===== src/rtl/mersenne_twister_word_generator_assert.svh =====
// ----------------------------------------------------------------------------
// mt word generator assertion macros
// concurrent assertion forms for the generator datapath
// ----------------------------------------------------------------------------
`ifndef MERSENNE_TWISTER_WORD_GENERATOR_ASSERT_SVH
`define MERSENNE_TWISTER_WORD_GENERATOR_ASSERT_SVH

// consequent checked in the same cycle
`define MTWG_ASSERT_NOW(label, clk, rst_n, ante, cons, msg) \
  label: assert property (@(posedge clk) disable iff (!rst_n) (ante) |-> (cons)) \
    else $error(msg);

// consequent checked in the cycle after the antecedent
`define MTWG_ASSERT_NEXT(label, clk, rst_n, ante, cons, msg) \
  label: assert property (@(posedge clk) disable iff (!rst_n) (ante) |=> (cons)) \
    else $error(msg);

`endif


===== src/rtl/mtwg_pkg.sv =====
// ----------------------------------------------------------------------------
// mt word generator package
// sizes, constants and controller/datapath signal groups
// ----------------------------------------------------------------------------
package mtwg_pkg;

  localparam int unsigned STATE_WORDS   = 624;
  localparam int unsigned MIDDLE_OFFSET = 397;
  localparam int unsigned WORD_W        = 32;
  localparam int unsigned ADDR_W        = $clog2(STATE_WORDS + 1);

  typedef logic [ADDR_W-1:0] idx_t;
  typedef logic [WORD_W-1:0] word_t;

  localparam idx_t LAST_IDX = idx_t'(STATE_WORDS - 1);
  localparam idx_t FULL_IDX = idx_t'(STATE_WORDS);
  localparam idx_t WRAP_IDX = idx_t'(STATE_WORDS - MIDDLE_OFFSET);
  localparam idx_t MID_OFS  = idx_t'(MIDDLE_OFFSET);

  localparam word_t TWIST_MATRIX  = 32'h9908_b0df;
  localparam word_t UPPER_MASK    = 32'h8000_0000;
  localparam word_t LOWER_MASK    = 32'h7fff_ffff;
  localparam word_t TEMPER_MASK_B = 32'h9d2c_5680;
  localparam word_t TEMPER_MASK_C = 32'hefc6_0000;
  localparam word_t SEED_MULT     = 32'd1812433253;
  localparam word_t SEED_RESET    = 32'd5489;

  // commands from the controller, at most one set per cycle
  typedef struct packed {
    logic seed_start;
    logic seed_write;
    logic seed_step;
    logic tw_start;
    logic tw_load;
    logic tw_read;
    logic tw_write;
    logic draw_read;
    logic draw_out;
  } cmd_t;

  typedef struct packed {
    logic seeded;
    logic pos_full;
    logic k_last;
    logic out_free;
  } status_t;

endpackage


===== src/rtl/mtwg_ctrl.sv =====
// ----------------------------------------------------------------------------
// mt word generator controller
// sequences seeding, twisting and drawing of one word per request
// ----------------------------------------------------------------------------
module mtwg_ctrl (
  input  logic              clk_i,
  input  logic              rst_ni,
  input  logic              req_valid_i,
  input  logic              req_reseed_i,
  output logic              req_ready_o,
  input  mtwg_pkg::status_t status_i,
  output mtwg_pkg::cmd_t    cmd_o
);

  typedef enum logic [3:0] {
    ST_IDLE,
    ST_SEED_WR,
    ST_SEED_ADD,
    ST_TW_START,
    ST_TW_LOAD,
    ST_TW_RD,
    ST_TW_WR,
    ST_DRAW_RD,
    ST_DRAW_OUT
  } state_e;

  state_e state_q, state_d;
  logic   accept;

  assign req_ready_o = (state_q == ST_IDLE);
  assign accept      = req_valid_i && req_ready_o;

  always_comb begin
    cmd_o   = '0;
    state_d = state_q;
    unique case (state_q)
      ST_IDLE: begin
        if (accept) begin
          if (req_reseed_i || !status_i.seeded) begin
            cmd_o.seed_start = 1'b1;
            state_d          = ST_SEED_WR;
          end else if (status_i.pos_full) begin
            cmd_o.tw_start = 1'b1;
            state_d        = ST_TW_LOAD;
          end else begin
            cmd_o.draw_read = 1'b1;
            state_d         = ST_DRAW_OUT;
          end
        end
      end
      ST_SEED_WR: begin
        cmd_o.seed_write = 1'b1;
        state_d          = status_i.k_last ? ST_TW_START : ST_SEED_ADD;
      end
      ST_SEED_ADD: begin
        cmd_o.seed_step = 1'b1;
        state_d         = ST_SEED_WR;
      end
      ST_TW_START: begin
        cmd_o.tw_start = 1'b1;
        state_d        = ST_TW_LOAD;
      end
      ST_TW_LOAD: begin
        cmd_o.tw_load = 1'b1;
        state_d       = ST_TW_RD;
      end
      ST_TW_RD: begin
        cmd_o.tw_read = 1'b1;
        state_d       = ST_TW_WR;
      end
      ST_TW_WR: begin
        cmd_o.tw_write = 1'b1;
        state_d        = status_i.k_last ? ST_DRAW_RD : ST_TW_RD;
      end
      ST_DRAW_RD: begin
        cmd_o.draw_read = 1'b1;
        state_d         = ST_DRAW_OUT;
      end
      ST_DRAW_OUT: begin
        // hold here until the output register can take the word
        if (status_i.out_free) begin
          cmd_o.draw_out = 1'b1;
          state_d        = ST_IDLE;
        end
      end
      default: begin
        state_d = ST_IDLE;
      end
    endcase
  end

  always_ff @(posedge clk_i or negedge rst_ni) begin
    if (!rst_ni) begin
      state_q <= ST_IDLE;
    end else begin
      state_q <= state_d;
    end
  end

endmodule


===== config.mk =====
export PLATFORM = sky130hd
export DESIGN_NAME = mtwg_ctrl
export DESIGN_NICKNAME = d
export VERILOG_FILES = /design/src/rtl/mersenne_twister_word_generator_assert.svh /design/src/rtl/mtwg_pkg.sv /design/src/rtl/mtwg_ctrl.sv
export SDC_FILE = /design/constraint.sdc
export NUM_CORES = 1
export LEC_CHECK = 0
export BUFFER_PORTS_ARGS = -buffer_cell sky130_fd_sc_hd__buf_2
export CORE_AREA = 2 2 39 41
export CTS_CLUSTER_SIZE = 10
export DETAILED_ROUTE_END_ITERATION = 7
export DIE_AREA = 0 0 41 43
export SETUP_SLACK_MARGIN = 0.4
export SLEW_MARGIN = 10
export SYNTH_ARGS = -nofsm -noshare
export SYNTH_HDL_FRONTEND = slang
export SYNTH_SLANG_ARGS = --single-unit
export TNS_END_PERCENT = 1

===== constraint.sdc =====
create_clock -name clk_i -period 1.9 [get_ports clk_i]
set_clock_uncertainty 0.05 [all_clocks]
set_input_delay 0.19 -clock clk_i [delete_from_list [all_inputs] [get_ports clk_i]]
set_output_delay 0.19 -clock clk_i [all_outputs]
set_load 0.02 [all_outputs]

==> results.py <==
metrics = {
    "clock_tree": {
        "cts.htree.levels": 1,
        "clkLatencyLatePin_ns": 0.24,
        "cts_buffers": 3,
        "clk_pin_slew_worst_paths_ns": 0.04,
        "cts.sinks": 4,
        "clockBufferDepth": 2,
        "cts_tree": "built",
        "root_buffer": "clkbuf_4",
    },
    "yosys": {
        "synth_warnings": 0,
        "syn-instance-count": 38,
        "synth.area.top_cells": "dfrtp_1 (31%), nor3_1 (6.2%), nand2b_1 (5.8%)",
        "ys_ff_latch": 4,
        "ys_seq_area_frac": 0.3101,
        "async_reset_ff_frac": 1.000,
        "synth_top_area_frac": 0.3101,
        "synth_ff_type": "dfrtp_1",
        "synth_cell_type_count": 24,
        "syn_area_um2": 322.8,
        "synth_nets": 46,
        "synth.largest_area_cell": "dfrtp_1",
        "synth_edf_count": 0,
        "synth_area_per_cell_um2": 8.495,
    },
    "die": {
        "io_pins": 18,
        "core_area_mm2": 0.001384,
        "die-height_um": 43,
        "dieArea_mm2": 0.001763,
        "dieWidth_um": 41,
        "start_util": 0.2333,
        "rows": 14,
    },
    "route": {
        "drc": 0,
        "dr.first_iter.drc_count": 3,
        "vias": 354,
        "ant_nets": 0,
        "viasPerCell": 4.658,
        "routed_wl_um": 932,
        "firstDrtPassIters": 2,
        "wl_per_cell_um": 12.26,
    },
    "layout": {
        "layout_commonest_cell": "buf_2",
        "fin_cells": 76,
        "reg.largest.list": "state_q: 4 flops",
        "final_cell_mix": "buf_2 (15), buf_4 (6), dfrtp_1 (4)",
        "fillCellCount": 167,
        "multiInputGateArea_um2": 227.7,
        "area_delta_synth_final_pct": 58.53,
        "largest_reg_flops": 4,
        "n_antenna_cell": 0,
        "postLayoutCoreUtil": 0.3698,
        "ff_latch_area_um2": 100.1,
        "nNetsFinal": 70,
        "drive_gt1_frac": 0.5167,
        "top_register": "state_q",
        "finalInstanceArea_um2": 511.7,
    },
    "worst_hold_path": {
        "hp-class": "in -> reg",
    },
    "placement": {
        "place_area_um2": 445.4,
        "place.gp.congestion": 0.6722,
        "dp_hpwl_um": 686.4,
        "dp_cells": 70,
        "pre_cts_ws_ns": 0.2804,
        "portBuffers": 17,
    },
    "job": {
        "maxCapViolCount": 0,
    },
    "setup_path": {
        "end_kind": "output port",
        "cp.required_ns": 1.66,
        "path_max_fanout": 4,
        "worstPathArrival_ns": 1.57,
        "worst_setup_path_start_kind": "flop",
        "path_class": "reg -> out",
        "r2r_setup_slack_ns": 0.53,
    },
    "pwr": {
        "powerDensity_mw_per_mm2": 1682,
        "p_leak_nw": 0.2472,
        "p_total_mw": 0.8608,
        "peakVddDrop_uv": 516.9,
    },
    "timing": {
        "slew_viol_final": 0,
        "postLayoutSetupSlackWorst_ns": 0.09299,
        "period_share": 0.9511,
        "fin_setup_tns_ns": 0,
        "setup_viol": 0,
        "holdWs_ns": 0.1500,
        "worst_slew_pin_slew_ns": 0.4945,
        "min_period_ns": 1.807,
        "clock.fmax_mhz": 553.4,
        "hold_violations": 0,
        "rsz0062_at_grt": "true",
        "maxSlewHeadroom": 0.6704,
    },
    "grt": {
        "gr-total-overflow": 0,
        "grt_pass1_vias": 352,
        "antenna_found_initial": 0,
        "grt_max_degree": 13,
        "grt_first_pass_wirelength_um": 1442,
        "grt_use_total": 0.1246,
    },
    "status": {
        "status": "completed",
    },
}
-- final timing paths --
kind / startpoint / endpoint / depth (start not counted)
worst max-delay path: state_q[0]$_DFFE_PN0P_ / cmd_o[5] / 3
worst min-delay path: status_i[1] / state_q[0]$_DFFE_PN0P_ / 2
worst max register to register: state_q[3]$_DFFE_PN0P_ / state_q[3]$_DFFE_PN0P_ / 3
worst min register to register: state_q[0]$_DFFE_PN0P_ / state_q[2]$_DFFE_PN0P_ / 2
max in group asynchronous: rst_ni / state_q[0]$_DFFE_PN0P_ / 2
min in group asynchronous: rst_ni / state_q[3]$_DFFE_PN0P_ / 2
-- routing by layer --
layer	track usage	wire, um
met1	0.1516	423
met2	0.1750	442
met3	0.03141	66
met4	0.1000	0
met5	0	0
-- report_power, final --
group | total, mW | internal [mW] | switching, mW
Combinational | 0.543 | 0.248 | 0.295
Clock | 0.108 | 0.0709 | 0.0376
Sequential | 0.209 | 0.124 | 0.0851
Total | 0.861 | 0.444 | 0.417
-- synthesized netlist by cell type (2+ instances only) --
master    number
nor3_1         4
dfrtp_1        4
nor2_1         3
nand2b_1       3
and3_1         2
a21oi_1        3
nand2_1        2
-- kinds of logic (layout without fill, tap and decap cells) --
family,count (synthesis),in the layout,synth area share
compound gates,7,7,0.1628
buf+inv,4,26,0.08525
xor+xnor,1,1,0.02714
flops,4,4,0.3101
simple gates,22,22,0.4148
-- timing repair --
item / CTS / global route
endpoints found under the hold margin: 4 / 0
endpoints found under the setup margin: 10 / 10
setup buffers: 2 / 0
resized for setup: 2 / 3
hold buffers: 1 / 0
pin swaps: 1 / 2
-- final cells by class --
| cell class | count | area share |
|---|---|---|
| Tap cell | 16 | 0.03912 |
| Multi-Input combinational cell | 30 | 0.4450 |
| Clock buffer | 3 | 0.04401 |
| Sequential cell | 4 | 0.1956 |
| Timing Repair Buffer | 23 | 0.2763 |
-- critical path: stages, from the launching register on --
cell and delay, ns:
dfrtp_1 0.41, or4_4 0.55, a211oi_4 0.22, buf_6 0.14
(Power assumes the default switching activity.)
